===== src/hdl/ktr_pkg.sv =====
package ktr_pkg;

  localparam int unsigned ID_W     = 10;
  localparam int unsigned PRICE_W  = 32;
  localparam int unsigned CHG_W    = 32;
  localparam int unsigned KIND_W   = 2;
  localparam int unsigned RANK_W   = 4;
  localparam int unsigned CFG_W    = 5;
  localparam int unsigned APB_AW   = 3;
  localparam int unsigned APB_DW   = 32;
  localparam int unsigned ENTRY_W  = ID_W + CHG_W;

  localparam int unsigned MAX_STOCKS_DEF = 1024;
  localparam int unsigned TOP_MAX_DEF    = 16;

  localparam logic [CFG_W-1:0] TOP_COUNT_RST = 5'd10;

  // 100 * 65536
  localparam int unsigned      SCALE_W   = 23;
  localparam logic [SCALE_W-1:0] PCT_SCALE = 23'd6553600;
  localparam int unsigned      PROD_W    = PRICE_W + SCALE_W;
  localparam logic [CHG_W-1:0] CHG_MAX   = 32'h7FFF_FFFF;

  localparam logic CMD_CLEAR = 1'b1;

  localparam logic [KIND_W-1:0] KIND_GAIN   = 2'd0;
  localparam logic [KIND_W-1:0] KIND_LOSE   = 2'd1;
  localparam logic [KIND_W-1:0] KIND_REJECT = 2'd2;

  localparam logic [0:0] REG_TOP_COUNT = 1'b0;

  typedef enum logic [1:0] {
    OP_QUOTE,
    OP_CLEAR,
    OP_REJECT
  } op_e;

  typedef struct packed {
    op_e               op;
    logic [ID_W-1:0]   id;
    logic [PRICE_W-1:0] price;
  } req_t;

  typedef struct packed {
    logic               start;
    logic [PROD_W-1:0]  dividend;
    logic [PRICE_W-1:0] divisor;
  } div_req_t;

  typedef enum logic [3:0] {
    S_IDLE,
    S_FPRD,
    S_MUL,
    S_DIV,
    S_SCAN,
    S_PLACE,
    S_SHIFT,
    S_PUT,
    S_PLAN,
    S_ERD,
    S_EOUT
  } back_state_e;

endpackage


===== src/hdl/ktr_front.sv =====
module ktr_front #(
  parameter int unsigned MAX_STOCKS = ktr_pkg::MAX_STOCKS_DEF
) (
  input  logic                         clk_i,
  input  logic                         rst_ni,
  input  logic                         in_valid_i,
  output logic                         in_ready_o,
  input  logic                         command_i,
  input  logic [ktr_pkg::ID_W-1:0]     stock_id_i,
  input  logic [ktr_pkg::PRICE_W-1:0]  price_i,
  output ktr_pkg::req_t                req_o,
  output logic                         req_valid_o,
  input  logic                         req_ready_i
);

  localparam int unsigned QUEUE_DEPTH = 2;
  localparam int unsigned PW = $clog2(QUEUE_DEPTH);
  localparam int unsigned FW = $clog2(QUEUE_DEPTH + 1);

  ktr_pkg::req_t slot_q [QUEUE_DEPTH];
  logic [PW-1:0] wp_q, wp_d, rp_q, rp_d;
  logic [FW-1:0] fill_q, fill_d;
  ktr_pkg::req_t cls;
  logic          push, pop;

  always_comb begin
    cls.id    = stock_id_i;
    cls.price = price_i;
    if (command_i == ktr_pkg::CMD_CLEAR) begin
      cls.op = ktr_pkg::OP_CLEAR;
    end else if ((32'(stock_id_i) >= 32'(MAX_STOCKS)) || (price_i == '0)) begin
      cls.op = ktr_pkg::OP_REJECT;
    end else begin
      cls.op = ktr_pkg::OP_QUOTE;
    end
  end

  assign in_ready_o  = (fill_q != FW'(QUEUE_DEPTH));
  assign req_valid_o = (fill_q != '0);
  assign req_o       = slot_q[rp_q];
  assign push        = in_valid_i & in_ready_o;
  assign pop         = req_valid_o & req_ready_i;

  always_comb begin
    wp_d   = wp_q;
    rp_d   = rp_q;
    fill_d = fill_q;
    if (push) begin
      wp_d = (32'(wp_q) == QUEUE_DEPTH - 1) ? '0 : PW'(wp_q + 1'b1);
    end
    if (pop) begin
      rp_d = (32'(rp_q) == QUEUE_DEPTH - 1) ? '0 : PW'(rp_q + 1'b1);
    end
    if (push && !pop) begin
      fill_d = fill_q + 1'b1;
    end else if (pop && !push) begin
      fill_d = fill_q - 1'b1;
    end
  end

  always_ff @(posedge clk_i or negedge rst_ni) begin
    if (!rst_ni) begin
      wp_q   <= '0;
      rp_q   <= '0;
      fill_q <= '0;
    end else begin
      wp_q   <= wp_d;
      rp_q   <= rp_d;
      fill_q <= fill_d;
    end
  end

  always_ff @(posedge clk_i) begin
    if (push) begin
      slot_q[wp_q] <= cls;
    end
  end

endmodule


===== config.mk =====
export PLATFORM = sky130hd
export DESIGN_NAME = ktr_front
export DESIGN_NICKNAME = d
export VERILOG_FILES = /design/src/hdl/ktr_pkg.sv /design/src/hdl/ktr_front.sv
export SDC_FILE = /design/constraint.sdc
export NUM_CORES = 1
export LEC_CHECK = 0
export BUFFER_PORTS_ARGS = -buffer_cell sky130_fd_sc_hd__buf_2
export CORE_ASPECT_RATIO = 0.6
export CORE_MARGIN = 1
export CORE_UTILIZATION = 47
export CTS_CLUSTER_DIAMETER = 120
export DETAILED_ROUTE_END_ITERATION = 12
export MAX_ROUTING_LAYER = met4
export PLACE_DENSITY = 0.72
export SYNTH_ARGS = -nofsm -noshare
export SYNTH_HDL_FRONTEND = slang
export SYNTH_SLANG_ARGS = --single-unit

===== constraint.sdc =====
create_clock -name clk_i -period 4.6 [get_ports clk_i]
set_input_delay 0.23 -clock clk_i [delete_from_list [all_inputs] [get_ports clk_i]]
set_output_delay 0.23 -clock clk_i [all_outputs]
set_load 0.03 [all_outputs]

==> summary.md <==
| Metric | Value |
|---|---|
| DR DRC count | `0` |
| Nets@finish | `316` |
| Worst hold path type | `in2reg` |
| Leakage power | `1.79 nW` |
| Final min period | `2400 ps` |
| DIE HEIGHT | `70.2 um` |
| Total gr overflow | `0` |
| Drt wl/cell | `between 15 and 20 um` |
| Die Wd | `116 um` |
| Worst Hold Depth | `1` |
| Slowest stage delay, CP | `730 ps` |
| Post-Syn Instances | `167` |
| Worst r2r src | `fill_q[0]` |
| Post-route ant nets | `0` |
| Full die area | `0.00811 mm^2` |
| Fmax | `0.416 GHz` |
| Initial antenna violation count | `0` |
| Worst skew pair latency | `330 ps` |
| FF-to-FF path depth | `2` |
| Final HPWL DP | `4.11 mm` |
| Fin Clk Skew | `5.39 ps` |
| Maximum vdd drop | `0.313 mV` |
| Worst Path Arrival | `between 2000 and 2500 ps` |
| Std cell rows | `24` |
| CTS Buf Count | `9` |
| Fillers | `589` |
| Setup TNS | `0 ps` |
| MaxCap Viol Count | `0` |
| # setup viols final | `0` |
| Worst EP required | `4370 ps` |
| Simple-gate share of the synthesized area | `2.89%` |
| Final hold vios | `0` |
| Worst R2R Setup Slack | `2720 ps` |
| Post-Synth XOR/XNOR Area | `1.20%` |
| Final Cycle Share | `between 50% and 60%` |
| Port Buf Inserts | `92` |
| Flops & latches, synth | `92` |
| FF-to-FF End | `slot_q[1][30]` |
| Total power | `0.00316 W` |
| Synth top area cells | `edfxtp_1 (73%), mux2_4 (16%), dfrtp_1 (2.7%)` |
| DR top layer | `met4` |
| Finished Core Util | `60.8%` |
| Worst path bufs/invs | `2` |
| Area leader, netlist | `edfxtp_1` |
| CP Cell Sequence | `buf_4 > mux2_2 > buf_2` |
| Vias in the first global route | `approximately 1900` |
| First-pass GRT wire length | `9.51 mm` |
| Clock-pin slew on the worst setup and hold paths | `60 ps` |
| RSZ-0062 raised after global routing | `no` |
| Distinct cells, synth | `19` |
| Main combinational cell family by area after synthesis | `multiplexers` |
| Compound-Gate Fraction of Synth Area | `0%` |
| Max-slew violations | `0` |
| Crit end category | `output port` |
| Hold Path Origin | `stock_id_i[1]` |
| Critical path startpoint category | `flip-flop` |
| Vias per cell | `~5` |
| Pwr dens | `705 mW/mm^2` |
| Total Wirelength | `~6 mm` |
| Rel. slew slack | `between 20% and 30%` |
| Clock Tree Root | `clkbuf_16` |
| Post-synthesis sequential area ratio | `75.3%` |
| Worst hold path endpoint | `slot_q[1][33]` |
| Bufs on Longest Clock Path | `2` |
| All-layer global routing usage | `16.9%` |
| Cell Area, Synth | `0.00364 mm^2` |
| Routed wl met3 | `292 um` |
| H-tree levels | `3` |
| CP max stage cell | `dfrtp_2` |
| Syn. warnings | `0` |
| Core area | `0.00739 mm^2` |
| Share of the synthesized area in the top cell type | `just over 70%` |
| Worst Tran Pin Value | `1050 ps` |
| 1st-iter DRT viols | `93` |
| CTS-repair resized insts | `0` |
| Largest net degree at the start of global routing | `45` |
| Max Fanout on Critical Path | `26` |
| Final Cell Area | `approximately 0.0045 mm^2` |
| TritonCTS clock tree | `yes` |
| DR vias | `between 1500 and 2000` |
| RePlAce Congestion | `0.712` |
| Met1 wire length | `2.76 mm` |
| WS Path Type | `reg2out` |
| Clock sinks | `92` |
| Area after DPL | `0.00417 mm^2` |
| Syn nets | `215` |
| Post-synthesis mux area share | `17.6%` |
| N_diodes | `0` |
| Drt first pass iters | `6` |
| Metal2 WL | `2.93 mm` |
| Crit path max-delay family | `flip-flops` |
| Status | `finished, final reports clean` |
| I/O pins | `93` |
| Area grow syn2layout | `23.3%` |
| Initial Utilization | `between 40% and 50%` |
| Share of cells above drive strength 1 | `57.0%` |
| Fraction of the mapped netlist area in adder cells | `0.344%` |
| Synthesized area per cell | `21.8 um^2` |
==> cells in the final DEF (no fill, tap or decap), types with 2 or more instances in the layout <==
cell type,instances
buf_2,92
edfxtp_1,88
mux2_4,39
clkbuf_16,9
nor4_1,7
mux2_2,5
xnor2_1,3
dfrtp_1,3
nand2_1,2
nand4_1,2
nor2_1,2
xor2_1,2
bufinv_16,2
buf_4,2
==> worst max-delay path by stage <==
stage,start,to,cells past startpoint
after floorplan,fill_q[0],slot_q[0][0],3
after global placement,rp_q,req_o[28],3
after detailed placement,rp_q,req_o[28],3
after CTS,rp_q,req_o[28],3
after global routing,rp_q,req_o[28],3
final,rp_q,req_o[28],3
==> cells by family after synthesis <==
family / count (synthesis)
flops: 92
xor+xnor: 5
mux: 44
simple gates: 19
fa+ha+maj: 1
buf+inv: 6
==> registers in the layout (all words and copies together), names as in the netlist <==
| name | count |
|---|---|
| slot_q | 88 |
| fill_q | 2 |
| wp_q | 1 |
| rp_q | 1 |
==> through the flow <==
stage	cells	hold slack [ps]	setup slack, ps
after global routing	376	74.6	2070
after CTS	376	80.8	2150
after global placement	360	42.8	2540
after floorplan	167	-65.6	1410
after detailed placement	360	41.3	2510
final	376	93.6	2200
==> synthesized netlist by cell type, drive strengths merged <==
master,number
ha,1
dfrtp,4
mux2,44
or3,1
or2,1
buf,5
nand4,2
nor4,7
nor3,1
xor2,2
nand2,2
edfxtp,88
nand2b,1
inv,1
and3,1
xnor2,3
nor2,3
==> where the power goes <==
group          switching, W  internal (W)  leakage [nW]
Sequential        0.0000950       0.00115         0.864
Clock              0.000281      0.000473         0.150
Combinational      0.000704      0.000458         0.772
Total               0.00108       0.00208          1.79
==> metal layers <==
layer / vias to the layer above / track usage [%]
met5: - / -
met4: 0 / 5.56
met3: 6 / 5.38
met2: 61 / 25.1
met1: 909 / 22.3
li1: 862 / -
==> what timing repair did <==
action,CTS,global route
setup endpoints to repair,0,0
setup buffers,0,0
endpoints found under the hold margin,4,0
hold buffers,1,0
==> final cells by class <==
type | instances | area (um^2) | share of cell area (%)
sequential | 92 | 2740 | 61.1
multi-input combinational | 69 | 812 | 18.1
timing repair buffer | 95 | 485 | 10.8
clock buffer | 9 | 225 | 5.02
tap | 104 | 130 | 2.90
clock inverter | 6 | 88.8 | 1.98
inverter | 1 | 3.75 | 0.0836
(Power assumes the default switching activity.)
